## src/rtl/lpr_pkg.sv

```systemverilog
// ----------------------------------------------------------------------------
// lpr_pkg
// Shared types, constants and helpers for the line pixel rasterizer.
// ----------------------------------------------------------------------------
package lpr_pkg;

  // Limits of a line command
  localparam int MAX_EXTENT = 63;
  localparam int COORD_BITS = 16;

  // Port field widths
  localparam int POS_W   = 16;
  localparam int EXT_W   = 7;
  localparam int COLOR_W = 32;

  // Pixel counts run 1 .. MAX_EXTENT+1
  localparam int CNT_W = $clog2(MAX_EXTENT + 2);

  // Command queue between front and back
  localparam int FIFO_DEPTH = 2;
  localparam int PTR_W      = $clog2(FIFO_DEPTH);
  localparam int FILL_W     = $clog2(FIFO_DEPTH + 1);

  typedef logic [COORD_BITS-1:0] coord_t;
  typedef logic [CNT_W-1:0]      count_t;

  // Classified line command
  typedef struct packed {
    coord_t               x;
    coord_t               y;
    logic [COLOR_W-1:0]   color;
    count_t               major;
    count_t               minor;
    logic                 x_major;
    logic                 neg_x;
    logic                 neg_y;
  } line_cmd_t;

  // Pixel count of one axis: saturated magnitude plus one
  function automatic count_t extent_count(logic [EXT_W-1:0] ext);
    logic [EXT_W-1:0] mag;
    mag = ext[EXT_W-1] ? (~ext + EXT_W'(1)) : ext;
    if (mag > EXT_W'(MAX_EXTENT)) begin
      mag = EXT_W'(MAX_EXTENT);
    end
    return count_t'(mag) + count_t'(1);
  endfunction

  // Port coordinate to internal wrapped coordinate
  function automatic coord_t pos_to_coord(logic [POS_W-1:0] pos);
    return coord_t'(signed'(pos));
  endfunction

  // Internal coordinate to port value (sign extend or keep low bits)
  function automatic logic [POS_W-1:0] coord_to_pos(coord_t c);
    return POS_W'(signed'(c));
  endfunction

endpackage

```

## src/rtl/lpr_front.sv

```systemverilog
// ----------------------------------------------------------------------------
// lpr_front
// Accepts line commands and classifies them: pixel counts, major axis and
// step directions, ready for the stepping back end.
// ----------------------------------------------------------------------------
module lpr_front import lpr_pkg::*; (
  input  logic               push,
  input  logic [POS_W-1:0]   start_x_i,
  input  logic [POS_W-1:0]   start_y_i,
  input  logic [EXT_W-1:0]   extent_x_i,
  input  logic [EXT_W-1:0]   extent_y_i,
  input  logic [COLOR_W-1:0] color_i,
  input  logic               q_full_i,
  output logic               q_wr_o,
  output line_cmd_t          q_cmd_o
);

  count_t cnt_x;
  count_t cnt_y;
  logic   x_major;

  // Per-axis pixel counts
  assign cnt_x   = extent_count(extent_x_i);
  assign cnt_y   = extent_count(extent_y_i);
  // Ties go to x
  assign x_major = (cnt_x >= cnt_y);

  // Build the queued word
  always_comb begin
    q_cmd_o.x       = pos_to_coord(start_x_i);
    q_cmd_o.y       = pos_to_coord(start_y_i);
    q_cmd_o.color   = color_i;
    q_cmd_o.major   = x_major ? cnt_x : cnt_y;
    q_cmd_o.minor   = x_major ? cnt_y : cnt_x;
    q_cmd_o.x_major = x_major;
    q_cmd_o.neg_x   = extent_x_i[EXT_W-1];
    q_cmd_o.neg_y   = extent_y_i[EXT_W-1];
  end

  assign q_wr_o = push & ~q_full_i;

endmodule

```

## src/rtl/lpr_cmd_fifo.sv

```systemverilog
// ----------------------------------------------------------------------------
// lpr_cmd_fifo
// Short command queue that decouples the front end from the stepper.
// ----------------------------------------------------------------------------
module lpr_cmd_fifo import lpr_pkg::*; (
  input  logic      clk_i,
  input  logic      rst_ni,
  input  logic      wr_i,
  input  line_cmd_t wr_data_i,
  output logic      full_o,
  input  logic      rd_i,
  output line_cmd_t rd_data_o,
  output logic      empty_o
);

  line_cmd_t         mem [FIFO_DEPTH];
  logic [PTR_W-1:0]  wr_ptr_q, wr_ptr_d;
  logic [PTR_W-1:0]  rd_ptr_q, rd_ptr_d;
  logic [FILL_W-1:0] fill_q, fill_d;
  logic              do_wr, do_rd;

  assign full_o    = (fill_q == FILL_W'(FIFO_DEPTH));
  assign empty_o   = (fill_q == '0);
  assign do_wr     = wr_i & ~full_o;
  assign do_rd     = rd_i & ~empty_o;
  assign rd_data_o = mem[rd_ptr_q];

  // Pointer and fill bookkeeping
  always_comb begin
    wr_ptr_d = wr_ptr_q;
    rd_ptr_d = rd_ptr_q;
    fill_d   = fill_q;
    if (do_wr) begin
      wr_ptr_d = (wr_ptr_q == PTR_W'(FIFO_DEPTH - 1)) ? '0 : wr_ptr_q + PTR_W'(1);
    end
    if (do_rd) begin
      rd_ptr_d = (rd_ptr_q == PTR_W'(FIFO_DEPTH - 1)) ? '0 : rd_ptr_q + PTR_W'(1);
    end
    if (do_wr && !do_rd) begin
      fill_d = fill_q + FILL_W'(1);
    end else if (do_rd && !do_wr) begin
      fill_d = fill_q - FILL_W'(1);
    end
  end

  always_ff @(posedge clk_i or negedge rst_ni) begin
    if (!rst_ni) begin
      wr_ptr_q <= '0;
      rd_ptr_q <= '0;
      fill_q   <= '0;
    end else begin
      wr_ptr_q <= wr_ptr_d;
      rd_ptr_q <= rd_ptr_d;
      fill_q   <= fill_d;
    end
  end

  // Storage
  always_ff @(posedge clk_i) begin
    if (do_wr) begin
      mem[wr_ptr_q] <= wr_data_i;
    end
  end

endmodule

```

## src/rtl/lpr_back.sv

```systemverilog
// ----------------------------------------------------------------------------
// lpr_back
// Bresenham stepper: walks one command along its major axis, one pixel per
// cycle when not stalled, into an output register that the receiver drains.
// ----------------------------------------------------------------------------
module lpr_back import lpr_pkg::*; (
  input  logic               clk_i,
  input  logic               rst_ni,
  input  logic               q_empty_i,
  input  line_cmd_t          q_cmd_i,
  output logic               q_rd_o,
  output logic               empty,
  input  logic               pop,
  output logic [POS_W-1:0]   pixel_x_o,
  output logic [POS_W-1:0]   pixel_y_o,
  output logic [COLOR_W-1:0] pixel_color_o,
  output logic               last_pixel_o
);

  // Control
  logic      busy_q, busy_d;
  logic      out_vld_q, out_vld_d;
  // Active command and walk state
  line_cmd_t cmd_q;
  count_t    idx_q;
  count_t    err_q;
  coord_t    px_q, py_q;

  logic      load, step, is_last, minor_step;
  logic [CNT_W:0] err_sum;
  count_t    err_d;
  coord_t    step_x, step_y, px_d, py_d;

  assign load = ~busy_q & ~q_empty_i;
  assign step = busy_q & (~out_vld_q | pop);
  assign q_rd_o = load;

  assign is_last = (idx_q == cmd_q.major - count_t'(1));

  // Error accumulator update
  assign err_sum    = {1'b0, err_q} + {1'b0, cmd_q.minor};
  assign minor_step = (err_sum >= {1'b0, cmd_q.major});
  assign err_d      = minor_step ? CNT_W'(err_sum - {1'b0, cmd_q.major}) : CNT_W'(err_sum);

  // Next coordinates: major axis always moves, minor on error overflow
  assign step_x = cmd_q.neg_x ? '1 : coord_t'(1);
  assign step_y = cmd_q.neg_y ? '1 : coord_t'(1);
  assign px_d   = (cmd_q.x_major || minor_step) ? px_q + step_x : px_q;
  assign py_d   = (!cmd_q.x_major || minor_step) ? py_q + step_y : py_q;

  // Control next state
  always_comb begin
    busy_d    = busy_q;
    out_vld_d = out_vld_q;
    if (pop && out_vld_q) begin
      out_vld_d = 1'b0;
    end
    if (load) begin
      busy_d = 1'b1;
    end else if (step) begin
      out_vld_d = 1'b1;
      if (is_last) begin
        busy_d = 1'b0;
      end
    end
  end

  always_ff @(posedge clk_i or negedge rst_ni) begin
    if (!rst_ni) begin
      busy_q    <= 1'b0;
      out_vld_q <= 1'b0;
    end else begin
      busy_q    <= busy_d;
      out_vld_q <= out_vld_d;
    end
  end

  // Walk state and output word
  always_ff @(posedge clk_i) begin
    if (load) begin
      cmd_q <= q_cmd_i;
      px_q  <= q_cmd_i.x;
      py_q  <= q_cmd_i.y;
      idx_q <= '0;
      err_q <= '0;
    end else if (step) begin
      pixel_x_o     <= coord_to_pos(px_q);
      pixel_y_o     <= coord_to_pos(py_q);
      pixel_color_o <= cmd_q.color;
      last_pixel_o  <= is_last;
      px_q          <= px_d;
      py_q          <= py_d;
      idx_q         <= idx_q + count_t'(1);
      err_q         <= err_d;
    end
  end

  assign empty = ~out_vld_q;

endmodule

```

## src/rtl/line_pixel_rasterizer_core.sv

```systemverilog
// ----------------------------------------------------------------------------
// line_pixel_rasterizer_core
// Bresenham line rasterizer: one line command in, one pixel word per pixel.
// ----------------------------------------------------------------------------
// Usage:
//   Command side is a queue write port: drive the start point, the signed
//   extents and the color with push; the word is taken at a clock edge where
//   push is high and full is low. Extents beyond +/-MAX_EXTENT saturate.
//   Pixel side is a queue read port: while empty is low the oldest pixel
//   (x, y, color, last flag) is on the ports; pop takes it.
//   A command goes through a classifier, a two-entry command queue and the
//   stepper: the queue takes it, the stepper loads it, and the first step
//   registers its first pixel. The stepper emits one pixel per cycle while
//   pop keeps up: a command of N pixels (N = max(|dx|,|dy|)+1, up to 64)
//   is loaded, then walked pixel by pixel. Up to two more commands wait
//   in the queue, so full rises only when the stepper is busy and the
//   queue is full. When pop is held low the stepper stalls with its output
//   word held; the queue keeps taking commands until it fills.
//   Reset empties the queue and the output register and idles the stepper.
// ----------------------------------------------------------------------------
module line_pixel_rasterizer_core import lpr_pkg::*; (
  input  logic               clk_i,
  input  logic               rst_ni,
  // Command channel
  input  logic               push,
  output logic               full,
  input  logic [POS_W-1:0]   start_x_i,
  input  logic [POS_W-1:0]   start_y_i,
  input  logic [EXT_W-1:0]   extent_x_i,
  input  logic [EXT_W-1:0]   extent_y_i,
  input  logic [COLOR_W-1:0] color_i,
  // Pixel channel
  output logic               empty,
  input  logic               pop,
  output logic [POS_W-1:0]   pixel_x_o,
  output logic [POS_W-1:0]   pixel_y_o,
  output logic [COLOR_W-1:0] pixel_color_o,
  output logic               last_pixel_o
);

  logic      q_wr, q_rd, q_empty;
  line_cmd_t q_wr_cmd, q_rd_cmd;

  // Classifier
  lpr_front u_front (
    .push       (push),
    .start_x_i  (start_x_i),
    .start_y_i  (start_y_i),
    .extent_x_i (extent_x_i),
    .extent_y_i (extent_y_i),
    .color_i    (color_i),
    .q_full_i   (full),
    .q_wr_o     (q_wr),
    .q_cmd_o    (q_wr_cmd)
  );

  // Command queue
  lpr_cmd_fifo u_fifo (
    .clk_i     (clk_i),
    .rst_ni    (rst_ni),
    .wr_i      (q_wr),
    .wr_data_i (q_wr_cmd),
    .full_o    (full),
    .rd_i      (q_rd),
    .rd_data_o (q_rd_cmd),
    .empty_o   (q_empty)
  );

  // Stepper
  lpr_back u_back (
    .clk_i         (clk_i),
    .rst_ni        (rst_ni),
    .q_empty_i     (q_empty),
    .q_cmd_i       (q_rd_cmd),
    .q_rd_o        (q_rd),
    .empty         (empty),
    .pop           (pop),
    .pixel_x_o     (pixel_x_o),
    .pixel_y_o     (pixel_y_o),
    .pixel_color_o (pixel_color_o),
    .last_pixel_o  (last_pixel_o)
  );

endmodule
```

## config.mk

```make
export PLATFORM = sky130hd
export DESIGN_NAME = line_pixel_rasterizer_core
export DESIGN_NICKNAME = d
export VERILOG_FILES = /design/src/rtl/lpr_pkg.sv /design/src/rtl/lpr_front.sv /design/src/rtl/lpr_cmd_fifo.sv /design/src/rtl/lpr_back.sv /design/src/rtl/line_pixel_rasterizer_core.sv
export SDC_FILE = /design/constraint.sdc
export NUM_CORES = 1
export LEC_CHECK = 0
export ABC_AREA = 1
export BUFFER_PORTS_ARGS = -buffer_cell sky130_fd_sc_hd__buf_2
export CORE_MARGIN = 2
export CORE_UTILIZATION = 50
export CTS_CLUSTER_DIAMETER = 150
export DETAILED_ROUTE_END_ITERATION = 10
export GPL_TIMING_DRIVEN = 0
export HOLD_SLACK_MARGIN = 0.08
export PLACE_DENSITY = 0.7
export SKIP_LAST_GASP = 1
export SLEW_MARGIN = 10
export SYNTH_ARGS = -nofsm -noshare
export SYNTH_HDL_FRONTEND = slang
export SYNTH_SLANG_ARGS = --single-unit
```

## constraint.sdc

```tcl
create_clock -name clk_i -period 6.4 [get_ports clk_i]
set_input_delay 0.64 -clock clk_i [delete_from_list [all_inputs] [get_ports clk_i]]
set_output_delay 0.64 -clock clk_i [all_outputs]
set_load 0.005 [all_outputs]
```

==> summary.md, run 1 <==
| Metric | Value |
|---|---|
| WS Path Type | `register to register` |
| CTS root buf | `clkbuf_16` |
| DIE AREA | `0.0313 sq mm` |
| DRT iter0 DRCs | `between 600 and 700` |
| Slew @ Worst Pin | `0.759 ns` |
| Total power | `roughly 7.7 mW` |
| Number of synthesized flops with an enable pin | `308` |
| CP arrival | `around 4.0 ns` |
| CTS tree | `done` |
| IO buf count | `148` |
| DRT Pass-1 Iters | `5` |
| Critical Path RT | `between 6 and 7 ns` |
| Area of the multi-input gates | `0.00472 sq mm` |
| Critical Path Fanout Max | `9` |
| Initial antenna violation count | `3` |
| Mapped Nets | `1515` |
| Row count | `63` |
| Final Setup Violations | `0` |
| Non-Filler Instances | `1989` |
| Layout cell share with drive strength beyond 1 | `0.173` |
| Post-route ant nets | `0` |
| Relative slew slack | `0.488` |
| Final worst-path cycle share | `0.575` |
| Max-slew violation count | `0` |
| GRT overflow | `0` |
| Routability cong. | `0.880` |
| Clock Path Buffers | `3` |
| Overall global routing resource usage | `0.204` |
| Worst-Skew Late Latency | `0.53 ns` |
| Die height | `about 180 um` |
| Critical Path Source Type | `register` |
| Clk slew on worst S/H paths | `0.06 ns` |
| Most common cell after layout, fill and taps aside | `nand2_1` |
| Synth async-reset ratio | `0.0183` |
| Synth top area cells | `edfxtp_1 (62%), nand2_1 (12%), ha_1 (4.7%)` |
| Leakage power | `7.58 nW` |
| Wire per inst | `15.6 um` |
| Minimum clock period | `3.68 ns` |
| Core footprint | `0.0296 sq mm` |
| Worst clock skew | `~0.015 ns` |
| Clock sinks | `328` |
| Placed cells | `between 1500 and 2000` |
| CTS Buf Count | `35` |
| Max-cap check violation count | `0` |
| H-tree depth | `2` |
| Highest clock rate | `272 MHz` |
| Reg area | `0.00968 sq mm` |
| Cell Area, Synth | `0.0150 sq mm` |
| CP Capture Type | `register` |
| Post-synth top area cell | `edfxtp_1` |
| Seq/Total Area, Yosys | `0.647` |
| Synthesized instance count | `1373` |
| Post-detail-place hpwl | `22500 um` |
| Vias in the first global route | `9802` |
| Synthesis Warnings | `0` |
| Synth Flop Type | `edfxtp_1` |
| Flops & latches, synth | `328` |
| Hold crit path type | `primary input to register` |
| Status | `completed` |
| Syn avg cell area | `around 11 sq um` |
| Initial Utilization | `0.506` |
| Area grow syn2layout | `17.8%` |
| Power per Cell Area | `around 440 mW/mm^2` |
| Vias/cell | `5.07` |
| RSZ-0062 raised after global routing | `no` |
| Peak supply drop | `about 0.0002 V` |
| Via count | `10100` |
| Fillers | `between 2000 and 2500` |
| Setup TNS after final layout | `0 ns` |
| NumNets Final | `1711` |
| Most frequent cells in the layout | `nand2_1 (478), edfxtp_1 (308), buf_2 (154)` |
| Largest net degree at the start of global routing | `48` |
| Post-synth top area share | `0.619` |
| DRC | `0` |
| Global-route wire length before repair | `between 40000 and 50000 um` |
| Netlist cell types | `51` |
| IO Pins | `149` |
| Width of the die | `177 um` |
| Post-CTS Repair Setup Buffers | `0` |
| Number of hold violations in the final report | `0` |
| Final WL | `31100 um` |
critical path: stages (launching register included):
cell and delay (ns):
edfxtp_1 0.37, ha_1 0.23, fa_1 0.43, nand3_1 0.11
nand2_1 0.06, or2_2 0.27, nand2_1 0.09, inv_1 0.07
ha_1 0.33, nand2_1 0.11, inv_2 0.04, nand3_1 0.10
nand3_2 0.12, a21oi_2 0.37, a41oi_2 0.43, buf_6 0.29
worst paths after layout:
check | endpoint | cells after the start | startpoint | slack, ns
worst max-delay path | u_back.py_q[13]$_DFFE_PP_ | 15 | u_back.cmd_q[3]$_DFFE_PP_ | 2.72
worst min-delay path | u_fifo.mem[1][39]$_DFFE_PP_ | 1 | color_i[22] | 0.30
worst max register to register | u_back.py_q[13]$_DFFE_PP_ | 15 | u_back.cmd_q[3]$_DFFE_PP_ | 2.72
worst min register to register | u_back.pixel_color_o[15]$_DFFE_PP_ | 0 | u_back.cmd_q[32]$_DFFE_PP_ | 0.42
max in group asynchronous | u_back.out_vld_q$_DFF_PN0_ | 2 | rst_ni | 5.69
min in group asynchronous | u_fifo.fill_q[1]$_DFFE_PN0P_ | 2 | rst_ni | 0.55
state kept, by name, indices dropped and copies added, names as in the netlist, 2 cells and up:
signal and count:
u_back.pixel_x_o 16, u_back.py_q 16, u_back.idx_q 7, u_back.cmd_q 49, u_back.px_q 16, u_back.pixel_color_o 32
u_fifo.fill_q 2, u_fifo.mem 162, u_back.pixel_y_o 16, u_back.err_q 7
through the flow:
stage          hold WS, ns  area [sq um]  setup WS [ns]  utilization
2_1_floorplan        0.344         15000           1.70            -
3_3_place_gp         0.401         16200         -0.370        0.547
3_5_place_dp         0.405         16400           2.69        0.556
4_1_cts              0.280         17600           2.73        0.596
5_1_grt              0.288         17600           2.48        0.596
6_report             0.301         17600           2.72        0.596
cell usage after synthesis (all sizes together), types with 6 or more instances:
cell,n
inv,120
a21oi,53
nor2,72
nand2,487
dfxtp,14
xor2,13
buf,15
or2,7
ha,56
nand3b,11
xnor2,15
edfxtp,308
a31oi,6
o21ai,43
nand3,79
nand4,14
nor3,7
dfrtp,6
clkbuf,14
timing repair:
item / CTS / global route
hold buffers: 1 / 0
resized for setup: 0 / 0
hold endpoints to repair: 6 / 0
cell families (layout without fill, tap and decap cells):
family / Yosys count / after routing / synth area share
fa+ha+maj: 60 / 60 / 0.0522
other cells: 0 / 3 / 0
buf+inv: 149 / 372 / 0.0385
xor+xnor: 28 / 28 / 0.0169
compound gates: 120 / 120 / 0.0467
flops: 328 / 328 / 0.647
simple gates: 686 / 686 / 0.197
mux: 2 / 2 / 0.00134
routing by layer:
metal / share of wire / global-route usage / wire length [um] / up-vias
met2: 0.50 / 0.356 / 15400 / 263
met5: 0 / 0 / 0 / -
met4: 0.030 / 0.0713 / 929 / 0
met1: 0.42 / 0.259 / 13200 / 4660
met3: 0.051 / 0.0316 / 1580 / 69
li1: - / - / - / 5083
area by class of cell:
type	count	share of cell area
plain buffers	29	0.00746
clock inverters	16	0.0137
flip-flops and latches	328	0.549
clock buffers	48	0.0525
well taps	390	0.0277
inverters	120	0.0256
repair buffers	159	0.0551
diodes	3	0.000426
multi-input cells	896	0.268
power by group:
group	internal (mW)	switching (mW)
Clock	1.23	0.813
Sequential	3.03	0.191
Combinational	0.903	1.57
Total	5.17	2.58
Note: power is estimated with default switching activity, not from simulation.
==> inputs of run 2 (changes only) <==
ABC_AREA = 0   (was 1)
PLACE_DENSITY = 0.73   (was 0.7)
clock period = 3.1 ns   (was 6.4 ns; I/O delays follow)
==> summary.md, run 2 <==
| Metric | Value |
|---|---|
| Final hold slack | `~0.11 ns` |
| Minimum clock period | `3.46 ns` |
| Final Setup Violations | `39` |
| Post-synth top area cell | `edfxtp_1` |
| Overall global routing resource usage | `0.197` |
| CTS Buf Count | `34` |
| Vias in the first global route | `9137` |
| Most common cell after layout, fill and taps aside | `edfxtp_1` |
| Clock sinks | `328` |
| Via count | `9074` |
| CP Capture Type | `register` |
| Most frequent cell after synthesis | `edfxtp_1` |
| WS Path Type | `register to register` |
| CP arrival | `~3.7 ns` |
| Max reg flops | `162` |
| Initial Utilization | `0.504` |
| IO buf count | `148` |
| Highest clock rate | `approximately 290 MHz` |
| NumNets Final | `1424` |
| WHS Path Cells | `1` |
| Most frequent cells in the layout | `edfxtp_1 (308), buf_2 (146), a21oi_1 (67)` |
| Top Registers | `u_fifo.mem: 162 flops, u_back.cmd_q: 49 flops, u_back.pixel_color_o: 32 flops` |
| Area of placed instances | `0.0159 sq mm` |
| Power per Cell Area | `between 800 and 900 mW/mm^2` |
| Leakage power | `6.84 nW` |
| Number of hold violations in the final report | `0` |
| Biggest register | `u_fifo.mem` |
| Failing checks | `setup timing` |
| DRC | `0` |
| Syn avg cell area | `between 10 and 15 sq um` |
| Placed cells | `1529` |
| Max-slew violation count | `0` |
| Netlist cell types | `57` |
| Critical Path Fanout Max | `8` |
| Row count | `62` |
| DRT iter0 DRCs | `562` |
| FF-to-FF path depth | `13` |
| DRT Pass-1 Iters | `5` |
| Critical Path RT | `3.30 ns` |
| Status | `finished with violations` |
| Post-route ant nets | `0` |
| Top cells by count, synth | `edfxtp_1 (308), a21oi_1 (72), mux2_2 (64), ha_1 (56), nand2_1 (50)` |
| Non-Filler Instances | `1692` |
| Mapped Nets | `1133` |
| Area grow syn2layout | `27.3%` |
| RSZ-0062 raised after global routing | `yes` |
| Worst-Skew Late Latency | `approximately 0.52 ns` |
| Synthesized instance count | `991` |
| Cell Area, Synth | `0.0144 sq mm` |
| Slew @ Worst Pin | `1.14 ns` |
| IO Pins | `149` |
| Flops & latches, synth | `328` |
| Synthesis Warnings | `0` |
| Clock Path Buffers | `3` |
| Largest net degree at the start of global routing | `51` |
| Width of the die | `173 um` |
| Layout cell share with drive strength beyond 1 | `0.281` |
| Synth top area cells | `edfxtp_1 (64%), mux2_2 (5.0%), ha_1 (4.9%)` |
| Post-detail-place hpwl | `19100 um` |
| Wire per inst | `17.6 um` |
| Die height | `173 um` |
| Final worst-path cycle share | `1.11` |
| Core footprint | `0.0285 sq mm` |
| Vias/cell | `5.36` |
| Clk slew on worst S/H paths | `0.06 ns` |
| Max-cap check violation count | `0` |
| Seq/Total Area, Yosys | `0.674` |
| Total power | `16.4 mW` |
| Number of synthesized flops with an enable pin | `308` |
| CTS tree | `done` |
| Hold crit path type | `primary input to register` |
| Synth Flop Type | `edfxtp_1` |
| Peak supply drop | `0.000435 V` |
| CTS root buf | `clkbuf_16` |
| Ant diodes | `0` |
| Critical Path Source Type | `register` |
| Routability cong. | `between 0.9 and 1` |
| DIE AREA | `about 0.030 sq mm` |
| Worst clock skew | `0.0215 ns` |
| Global-route wire length before repair | `47000 um` |
| R2r setup slk | `-0.36 ns` |
| GRT overflow | `0` |
| Final WL | `about 30000 um` |
| Initial antenna violation count | `0` |
| Relative slew slack | `0.240` |
| H-tree depth | `2` |
| Synth async-reset ratio | `0.0183` |
| Final setup margin | `-0.356 ns` |
| Post-synth top area share | `0.644` |
| Final Cell Area | `0.0183 sq mm` |
-- run 2: cell types whose count changed after synthesis, sizes merged, moves of 12 or more --
cell	previous run	this run
nor2	72	37
inv	120	44
nand2	487	50
nor2b	0	14
nand3	79	13
nand2b	1	18
a21oi	53	72
mux2i	2	21
a211oi	0	17
xnor2	15	35
mux2	0	64
buf	15	3
-- run 2: power by group --
group	total, mW	leakage, nW	switching [mW]	internal (mW)
registers	6.73	3.07	0.427	6.30
clock network	3.81	0.515	1.61	2.20
logic	5.90	3.25	3.12	2.78
-- run 2: critical path, stage by stage (launching register included) --
cell,delay [ns]
edfxtp_1,0.46
ha_4,0.29
a211oi_4,0.24
o21bai_1,0.08
a21o_1,0.22
xor2_1,0.22
ha_1,0.30
and2_4,0.17
a31oi_4,0.20
a31oi_2,0.12
a311o_1,0.29
buf_6,0.14
o21ai_4,0.24
nand2_4,0.16
-- run 2: timing repair --
action,CTS,global route
pin swaps,20,34
cloned,2,0
resized for setup,38,43
hold endpoints to repair,135,0
hold buffers,66,0
endpoints found under the setup margin,60,70
buffers inserted,24,11
-- run 2: through the flow --
| step | util | setup slack, ns | setup TNS, ns |
|---|---|---|---|
| after floorplan | - | -0.204 | -3.76 |
| after global placement | 0.552 | -1.11 | -179.74 |
| after detailed placement | 0.557 | -0.745 | -27.75 |
| after CTS | 0.632 | -0.262 | -6.96 |
| after global routing | 0.642 | -0.461 | -15.68 |
| final | 0.642 | -0.356 | -11.28 |
-- run 2: final cells by class --
class                           count  area [sq um]
Buffer                             25           130
Clock buffer                       46           926
Clock inverter                     16           125
Fill cell                        2043         10200
Inverter                           44           185
Multi-Input combinational cell    595          4860
Sequential cell                   328          9680
Tap cell                          384           480
Timing Repair Buffer              254          1890
-- run 2: final timing paths --
check                                      startpoint                           endpoint
max                         u_back.cmd_q[4]$_DFFE_PP_           u_back.py_q[4]$_DFFE_PP_
min                                     extent_x_i[6]         u_fifo.mem[0][1]$_DFFE_PP_
max in group asynchronous                      rst_ni       u_fifo.fill_q[0]$_DFFE_PN0P_
min reg2reg                u_back.cmd_q[25]$_DFFE_PP_  u_back.pixel_color_o[8]$_DFFE_PP_
min in group asynchronous                      rst_ni         u_back.out_vld_q$_DFF_PN0_
max reg2reg                 u_back.cmd_q[4]$_DFFE_PP_           u_back.py_q[4]$_DFFE_PP_
-- run 2: metal layers --
layer	part of all wire	wire length [um]	global-route usage
met5	0	0	0
met4	0.031	928	0.0794
met3	0.045	1330	0.0292
met2	0.50	15100	0.339
met1	0.42	12500	0.251
-- run 2: kinds of logic (layout without fill, tap and decap cells) --
kind of cell             Yosys count  count (layout)  share of synthesized area
buffers and inverters             69             385                     0.0181
multiplexers                      85              85                     0.0648
adder cells (fa/ha/maj)           60              60                     0.0544
flip-flops                       328             328                      0.674
AND/OR/NAND/NOR                  180             181                     0.0643
XOR/XNOR                          58              58                     0.0354
AO/OA/AOI/OAI                    211             211                     0.0891
